### src/hw/rtl/cstp_pkg.sv
// Shared widths, defaults and field layout for the exclusive-time profiler.
package cstp_pkg;

	localparam int FUNC_ID_W       = 6;
	localparam int TIME_W          = 32;
	localparam int CFG_W           = 7;
	localparam int TDATA_W         = 40;
	localparam int MAX_FUNCS_DEF   = 64;
	localparam int STACK_DEPTH_DEF = 64;
	localparam int FUNC_COUNT_RST  = 64;

	typedef logic [FUNC_ID_W-1:0] func_id_t;
	typedef logic [TIME_W-1:0]    time_val_t;

endpackage

### src/hw/rtl/call_stack_exclusive_time_profiler.sv
// Exclusive-time profiler: call stack and totals table in synchronous memories.
// Each event is accepted in IDLE, then credited by a totals read-modify-write through
// the single totals read port in CREDIT; s_tready is high only in IDLE. Readout after
// a last event reads and zeroes all MAX_FUNCS entries, one per cycle unless the output
// stalls, and emits the first function_count of them, one per cycle while m_tready is
// high; m_tvalid first rises after CREDIT, the first sweep read and the output register.
// Reset: async, then clearing MAX_FUNCS entries, s_tready low; config writes taken throughout.
module call_stack_exclusive_time_profiler
	import cstp_pkg::*;
#(
	parameter int MAX_FUNCS   = MAX_FUNCS_DEF,
	parameter int STACK_DEPTH = STACK_DEPTH_DEF
) (
	input  logic               clk,
	input  logic               arst_n,
	// trace event input
	input  logic               s_tvalid,
	output logic               s_tready,
	input  logic [TDATA_W-1:0] s_tdata,   // [5:0] func_id, [37:6] timestamp, [39:38] zero
	input  logic               s_tuser,   // [0] is_start
	input  logic               s_tlast,   // last_event
	// readout output
	output logic               m_tvalid,
	input  logic               m_tready,
	output logic [TDATA_W-1:0] m_tdata,   // [5:0] result_func, [37:6] exclusive_time, [39:38] zero
	output logic               m_tuser,   // [0] overflow_seen
	output logic               m_tlast,   // last_result
	// function_count register
	input  logic               cfg_we,
	input  logic [CFG_W-1:0]   cfg_wdata
);

	// totals address, sweep counter, stack address and stack fill widths
	localparam int FA = (MAX_FUNCS > 1) ? $clog2(MAX_FUNCS) : 1;
	localparam int KW = $clog2(MAX_FUNCS + 1);
	localparam int LW = (KW > CFG_W) ? KW : CFG_W;
	localparam int SA = $clog2(STACK_DEPTH);
	localparam int FW = $clog2(STACK_DEPTH + 1);

	localparam logic [1:0] ST_IDLE   = 2'd0;
	localparam logic [1:0] ST_CREDIT = 2'd1;
	localparam logic [1:0] ST_SWEEP  = 2'd2;

	logic [1:0]       state_q;
	logic [CFG_W-1:0] func_count_q;

	// stack bookkeeping; top_q caches the id at stack[fill-1]
	logic [FW-1:0]    fill_q;
	func_id_t         top_q;
	time_val_t        mark_q;
	logic             ovf_q;

	// memories
	func_id_t         stk_mem [STACK_DEPTH];
	func_id_t         stk_rd;
	time_val_t        tot_mem [MAX_FUNCS];
	time_val_t        tot_rd;

	// event pipeline
	logic             credit_s1;
	logic             pop_s1;
	logic             last_s1;
	logic [FA-1:0]    top_s1;
	time_val_t        amount_s1;

	// readout sweep
	logic [KW-1:0]    k_q;
	logic [KW-1:0]    emit_lim_q;
	logic             rd_ovf_q;
	logic             hold_s1;
	logic [KW-1:0]    k_s1;
	logic             rlast_s1;
	logic             rovf_s1;

	// output register
	logic             out_valid_q;
	func_id_t         out_func_q;
	time_val_t        out_time_q;
	logic             out_ovf_q;
	logic             out_last_q;

	func_id_t         ev_id;
	time_val_t        ev_ts;
	logic             ev_start;
	logic             accept;
	logic             full;
	logic             empty;
	logic             do_push;
	logic             do_pop;
	logic             load;
	logic             issue;
	logic [LW-1:0]    cnt_ext;
	logic [KW-1:0]    cnt_clamp;

	logic             tot_re;
	logic [FA-1:0]    tot_ra;
	logic             tot_we;
	logic [FA-1:0]    tot_wa;
	time_val_t        tot_wd;

	assign ev_id    = s_tdata[FUNC_ID_W-1:0];
	assign ev_ts    = s_tdata[FUNC_ID_W +: TIME_W];
	assign ev_start = s_tuser;

	assign s_tready = (state_q == ST_IDLE);
	assign accept   = s_tvalid && s_tready;
	assign empty    = (fill_q == '0);
	assign full     = (fill_q == FW'(STACK_DEPTH));
	// empty stack pushes regardless of kind
	assign do_push  = accept && (empty || ev_start);
	assign do_pop   = accept && !empty && !ev_start;

	// output stage takes the held sweep data when it is free or draining
	assign load  = hold_s1 && (!out_valid_q || m_tready);
	assign issue = (state_q == ST_SWEEP) && (k_q != KW'(MAX_FUNCS)) && (!hold_s1 || load);

	// function_count clamped to 1 .. MAX_FUNCS
	assign cnt_ext = LW'(func_count_q);
	always_comb begin
		if (cnt_ext == '0) begin
			cnt_clamp = KW'(1);
		end else if (cnt_ext > LW'(MAX_FUNCS)) begin
			cnt_clamp = KW'(MAX_FUNCS);
		end else begin
			cnt_clamp = KW'(cnt_ext);
		end
	end

	// totals port control: credit read on accept, write-back in the credit cycle,
	// read-and-zero during the sweep
	always_comb begin
		tot_re = 1'b0;
		tot_ra = k_q[FA-1:0];
		tot_we = 1'b0;
		tot_wa = k_q[FA-1:0];
		tot_wd = '0;
		if (issue) begin
			tot_re = 1'b1;
			tot_we = 1'b1;
		end else if (accept) begin
			tot_re = !empty;
			tot_ra = FA'(top_q);
		end else if (state_q == ST_CREDIT) begin
			tot_we = credit_s1;
			tot_wa = top_s1;
			tot_wd = tot_rd + amount_s1;
		end
	end

	always_ff @(posedge clk) begin
		if (tot_we) begin
			tot_mem[tot_wa] <= tot_wd;
		end
		if (tot_re) begin
			tot_rd <= tot_mem[tot_ra];
		end
	end

	// stack: push writes at fill, pop reads the entry that becomes the new top
	always_ff @(posedge clk) begin
		if (do_push && !full) begin
			stk_mem[fill_q[SA-1:0]] <= ev_id;
		end
		if (do_pop && (fill_q > FW'(1))) begin
			stk_rd <= stk_mem[SA'(fill_q - FW'(2))];
		end
	end

	// event pipeline payload
	always_ff @(posedge clk) begin
		if (accept) begin
			top_s1    <= FA'(top_q);
			amount_s1 <= ev_start ? (ev_ts - mark_q) : (ev_ts - mark_q + TIME_W'(1));
		end
	end

	// control and state
	always_ff @(posedge clk or negedge arst_n) begin
		if (!arst_n) begin
			state_q      <= ST_SWEEP;
			func_count_q <= CFG_W'(FUNC_COUNT_RST);
			fill_q       <= '0;
			top_q        <= '0;
			mark_q       <= '0;
			ovf_q        <= 1'b0;
			credit_s1    <= 1'b0;
			pop_s1       <= 1'b0;
			last_s1      <= 1'b0;
			k_q          <= '0;
			emit_lim_q   <= '0;
			rd_ovf_q     <= 1'b0;
		end else begin
			if (cfg_we) begin
				func_count_q <= cfg_wdata;
			end
			unique case (state_q)
				ST_IDLE: begin
					if (accept) begin
						state_q   <= ST_CREDIT;
						credit_s1 <= !empty && (int'(top_q) < MAX_FUNCS);
						pop_s1    <= do_pop;
						last_s1   <= s_tlast;
						if (do_push) begin
							mark_q <= ev_ts;
							if (full) begin
								ovf_q <= 1'b1;
							end else begin
								fill_q <= fill_q + FW'(1);
								top_q  <= ev_id;
							end
						end else begin
							mark_q <= ev_ts + TIME_W'(1);
							fill_q <= fill_q - FW'(1);
						end
					end
				end
				ST_CREDIT: begin
					if (pop_s1) begin
						top_q <= stk_rd;
					end
					if (last_s1) begin
						// snapshot flag, clear stack and mark, start readout
						state_q    <= ST_SWEEP;
						k_q        <= '0;
						emit_lim_q <= cnt_clamp;
						rd_ovf_q   <= ovf_q;
						ovf_q      <= 1'b0;
						fill_q     <= '0;
						mark_q     <= '0;
					end else begin
						state_q <= ST_IDLE;
					end
				end
				ST_SWEEP: begin
					if (issue) begin
						k_q <= k_q + KW'(1);
					end
					// read data register must be free before the next credit read
					if ((k_q == KW'(MAX_FUNCS)) && !hold_s1) begin
						state_q <= ST_IDLE;
					end
				end
				default: begin
					state_q <= ST_IDLE;
				end
			endcase
		end
	end

	// sweep stage: tracks whether tot_rd holds a total to report
	always_ff @(posedge clk or negedge arst_n) begin
		if (!arst_n) begin
			hold_s1 <= 1'b0;
		end else if (issue) begin
			hold_s1 <= (k_q < emit_lim_q);
		end else if (load) begin
			hold_s1 <= 1'b0;
		end
	end

	always_ff @(posedge clk) begin
		if (issue) begin
			k_s1     <= k_q;
			rlast_s1 <= (k_q + KW'(1) == emit_lim_q);
			rovf_s1  <= rd_ovf_q;
		end
	end

	// output register
	always_ff @(posedge clk or negedge arst_n) begin
		if (!arst_n) begin
			out_valid_q <= 1'b0;
		end else if (load) begin
			out_valid_q <= 1'b1;
		end else if (m_tready) begin
			out_valid_q <= 1'b0;
		end
	end

	always_ff @(posedge clk) begin
		if (load) begin
			out_func_q <= FUNC_ID_W'(k_s1);
			out_time_q <= tot_rd;
			out_ovf_q  <= rovf_s1;
			out_last_q <= rlast_s1;
		end
	end

	assign m_tvalid = out_valid_q;
	assign m_tdata  = {{(TDATA_W - FUNC_ID_W - TIME_W){1'b0}}, out_time_q, out_func_q};
	assign m_tuser  = out_ovf_q;
	assign m_tlast  = out_last_q;

endmodule

### config.mk
export PLATFORM = sky130hd
export DESIGN_NAME = call_stack_exclusive_time_profiler
export DESIGN_NICKNAME = d
export VERILOG_FILES = /design/src/hw/rtl/cstp_pkg.sv /design/src/hw/rtl/call_stack_exclusive_time_profiler.sv
export SDC_FILE = /design/constraint.sdc
export NUM_CORES = 2
export LEC_CHECK = 0
export BUFFER_PORTS_ARGS = -buffer_cell sky130_fd_sc_hd__buf_2
export CORE_UTILIZATION = 26
export DETAILED_ROUTE_END_ITERATION = 10
export GPL_ROUTABILITY_DRIVEN = 0
export SLEW_MARGIN = 25
export SYNTH_ARGS = -nofsm -noshare
export SYNTH_HDL_FRONTEND = slang
export SYNTH_SLANG_ARGS = --single-unit
### constraint.sdc
create_clock -name clk -period 9.1 [get_ports clk]
set_clock_uncertainty 0.2 [all_clocks]
set_input_delay 1.365 -clock clk [delete_from_list [all_inputs] [get_ports clk]]
set_output_delay 1.365 -clock clk [all_outputs]
set_load 0.01 [all_outputs]
==> results.py <==
metrics = {
    "run_status": {
        "status": "finished with violations",
        "violations": "DRC",
    },
    "place": {
        "port-buffer-count": 93,
        "post-place-cells": 10900,
        "dpl_cell_area_um2": 114000,
        "dp_hpwl_mm": 150,
    },
    "synthesis": {
        "synth_cell_types": 89,
        "syn_area_per_cell_um2": 19.4,
        "synth_ff_type": "edfxtp_1",
        "netlist_area_um2": 106000,
        "synth_edf_count": 2556,
        "ys_seq_area_frac": 0.742,
        "ys_seq_elements": 2631,
        "async_reset_ff_frac": 0.0285,
        "synth_cells": 5474,
        "yosysWarnings": 0,
    },
    "grt": {
        "grt.overflow.total": 0,
        "grt_start_max_net_pins": 118,
        "grt_pass1_wl_mm": 379,
        "antenna_found_initial": 16,
        "grt_usage": 0.124,
        "grt_pass1_vias": 54000,
    },
    "cts": {
        "cts_tree": "done",
        "cts-root-buf": "clkbuf_16",
        "cts_max_level": 4,
        "clkLatencyLatePin_ns": 0.87,
        "clock_sinks": 2631,
        "clock_path_buffers": 4,
        "clk_pin_slew_ns": 0.06,
        "post_cts_buffers": 0,
        "cts_resized": 0,
        "cts_made_buffers": 238,
    },
    "power_and_ir_drop": {
        "p_leak_nw": 38.2,
        "power_density_nw_per_um2": 327,
        "ir_worst_vdd_mv": 0.336,
    },
    "cells_and_area": {
        "seq_area_um2": 78600,
        "fill_cells": 39200,
        "drive_gt1_frac": 0.240,
        "fin_util": 0.300,
        "final_cell_mix": "edfxtp_1, mux4_2, nand2_1",
        "stdcell_area_um2": 122000,
        "instances_no_fill": 11300,
        "multi_input_area_um2": 26600,
        "area_delta_synth_final_pct": 15.0,
        "layout_commonest_cell": "edfxtp_1",
        "nets": 5837,
    },
    "worst_hold_path": {
        "min_path_cells": 0,
        "hold_path.class": "register to register",
    },
    "timing": {
        "finalMaxSlewViolations": 0,
        "hold_viol_final": 0,
        "finalSetupViolations": 0,
        "post-route-period-util": 0.653,
        "slew_headroom": 0.138,
        "worst_hold_slack_ns": 0.218,
        "worst_pin_slew_ns": 1.29,
        "rsz0062_at_grt": "no",
        "setup_tns_ns": 0,
        "min_period_ns": 5.95,
        "max_freq_mhz": 168,
    },
    "critical_path": {
        "crit_arrival_ns": 6.26,
        "r2r-end": "stk_mem[26][5]",
        "reg2reg_depth": 8,
        "worstSetupStartpoint": "fill_q[3]",
        "crit_path_end_kind": "register",
        "worstSetupPathType": "register to register",
        "r2r-start": "fill_q[3]",
        "regToRegSetupSlack_ns": 3.15,
        "critical_path.startpoint_type": "register",
        "timing.critical_path.to": "stk_mem[26][5]",
        "required_ns": 9.42,
        "crit_fanout": 15,
    },
    "floorplan": {
        "core_area_um2": 406000,
        "die_w_um": 640,
        "initial_core_util": 0.261,
        "rows": 234,
        "die_area_um2": 410000,
        "num_io_pins": 98,
        "dieHeight_um": 640,
    },
    "detailed_routing": {
        "via_count": 53900,
        "wl_per_cell_um": 23.3,
        "wl_mm": 263,
        "avgViaCountPerCell": 4.76,
        "ant_nets": 0,
        "dr.pass1.iters": 9,
        "drcViolationCount": 36,
        "first_iter_violations": 5455,
    },
    "job": {
        "maxCapViolCount": 0,
    },
}
## kinds of logic after synthesis
kind of cell / after synthesis / synth area share
compound gates: 643 / 0.0415
xor+xnor: 131 / 0.0111
fa+ha+maj: 83 / 0.00994
buf+inv: 347 / 0.0153
flops: 2631 / 0.742
mux: 654 / 0.136
other cells: 1 / 0.0000354
simple gates: 984 / 0.0438
## critical path, stage by stage, from the launching register on
cell and delay (ns):
dfrtp_1 0.67, or3_1 0.76, nor3_1 0.86, nor2_1 0.27, nor2_2 0.74, nand2_1 0.37
nor2_1 0.56, nand2_1 0.55, nor2_1 0.63
## flip-flops by register name, summed over array words and instances (netlist names), 2 cells and up
register and flops:
amount_s1 32, cnt_ext 7, emit_lim_q 7, fill_q 7, k_q 7, k_s1 6, mark_q 32, out_func_q 6
out_time_q 32, state_q 2, stk_mem 384, stk_rd 6, top_q 6, top_s1 6, tot_mem 2048, tot_rd 32
## cells in the mapped netlist (13+ instances only)
cell type     n  area (um^2)
a211oi_1    171         1280
a21o_1       33          248
a21oi_1     138          691
a311oi_1     64          561
a31oi_1      68          425
and2_1      143          895
buf_1        14         52.6
buf_2        62          310
buf_4        40          300
clkbuf_1    156          586
dfrtp_1      73         1830
edfxtp_1   2556        76800
ha_1         81         1010
inv_1        62          233
mux4_2      632        14200
nand2_1     404         1520
nand2b_1     17          106
nand3_1      38          190
nand4_1      23          144
nor2_1      235          882
nor2b_1      22          138
nor3_1       26          130
o21ai_0      68          340
o31ai_1      13         97.6
xnor2_1      73          639
xor2_1       55          482
## metrics by stage
step | total power [mW] | worst slack, ns
2_1_floorplan | 25.4 | 2.26
3_3_place_gp | 30.0 | 2.63
3_5_place_dp | 30.3 | 2.58
4_1_cts | 40.2 | 3.32
5_1_grt | 41.5 | 2.95
6_report | 39.9 | 3.15
## worst min path at each step
stage / start / endpoint / slack (ns)
3_5_place_dp: k_s1[0] / out_func_q[0] / 0.20
4_1_cts: k_s1[0] / out_func_q[0] / 0.22
3_3_place_gp: k_s1[0] / out_func_q[0] / 0.21
5_1_grt: k_s1[1] / out_func_q[1] / 0.24
2_1_floorplan: rlast_s1 / m_tlast / 0.20
6_report: k_s1[0] / out_func_q[0] / 0.22
## routing by layer
layer / up-vias / track usage / routed length [um]
li1: 22800 / - / -
met1: 28700 / 0.169 / 111000
met2: 1938 / 0.205 / 127000
met3: 381 / 0.0211 / 18400
met4: 2 / 0.0326 / 7230
met5: - / 0 / 13
## where the power goes
| group | switching, mW | total, mW | internal (mW) | leakage (nW) |
|---|---|---|---|---|
| combinational | 8.57 | 13.6 | 5.03 | 10.1 |
| clock | 4.39 | 9.91 | 5.52 | 3.69 |
| sequential | 0.504 | 16.4 | 15.9 | 24.4 |
## final cells by class
class,instances,area share
well taps,5428,0.0557
inverters,63,0.00194
diodes,5,0.000103
flip-flops and latches,2631,0.645
repair buffers,269,0.0170
clock buffers,283,0.0506
multi-input cells,2497,0.218
clock inverters,147,0.0113
## what timing repair did
| item | 4_1_cts | 5_1_grt |
|---|---|---|
| endpoints found under the hold margin | 1 | 0 |
| setup endpoints to repair | 0 | 0 |
| hold buffers | 1 | 0 |
Power figures use the tool's default switching activity.
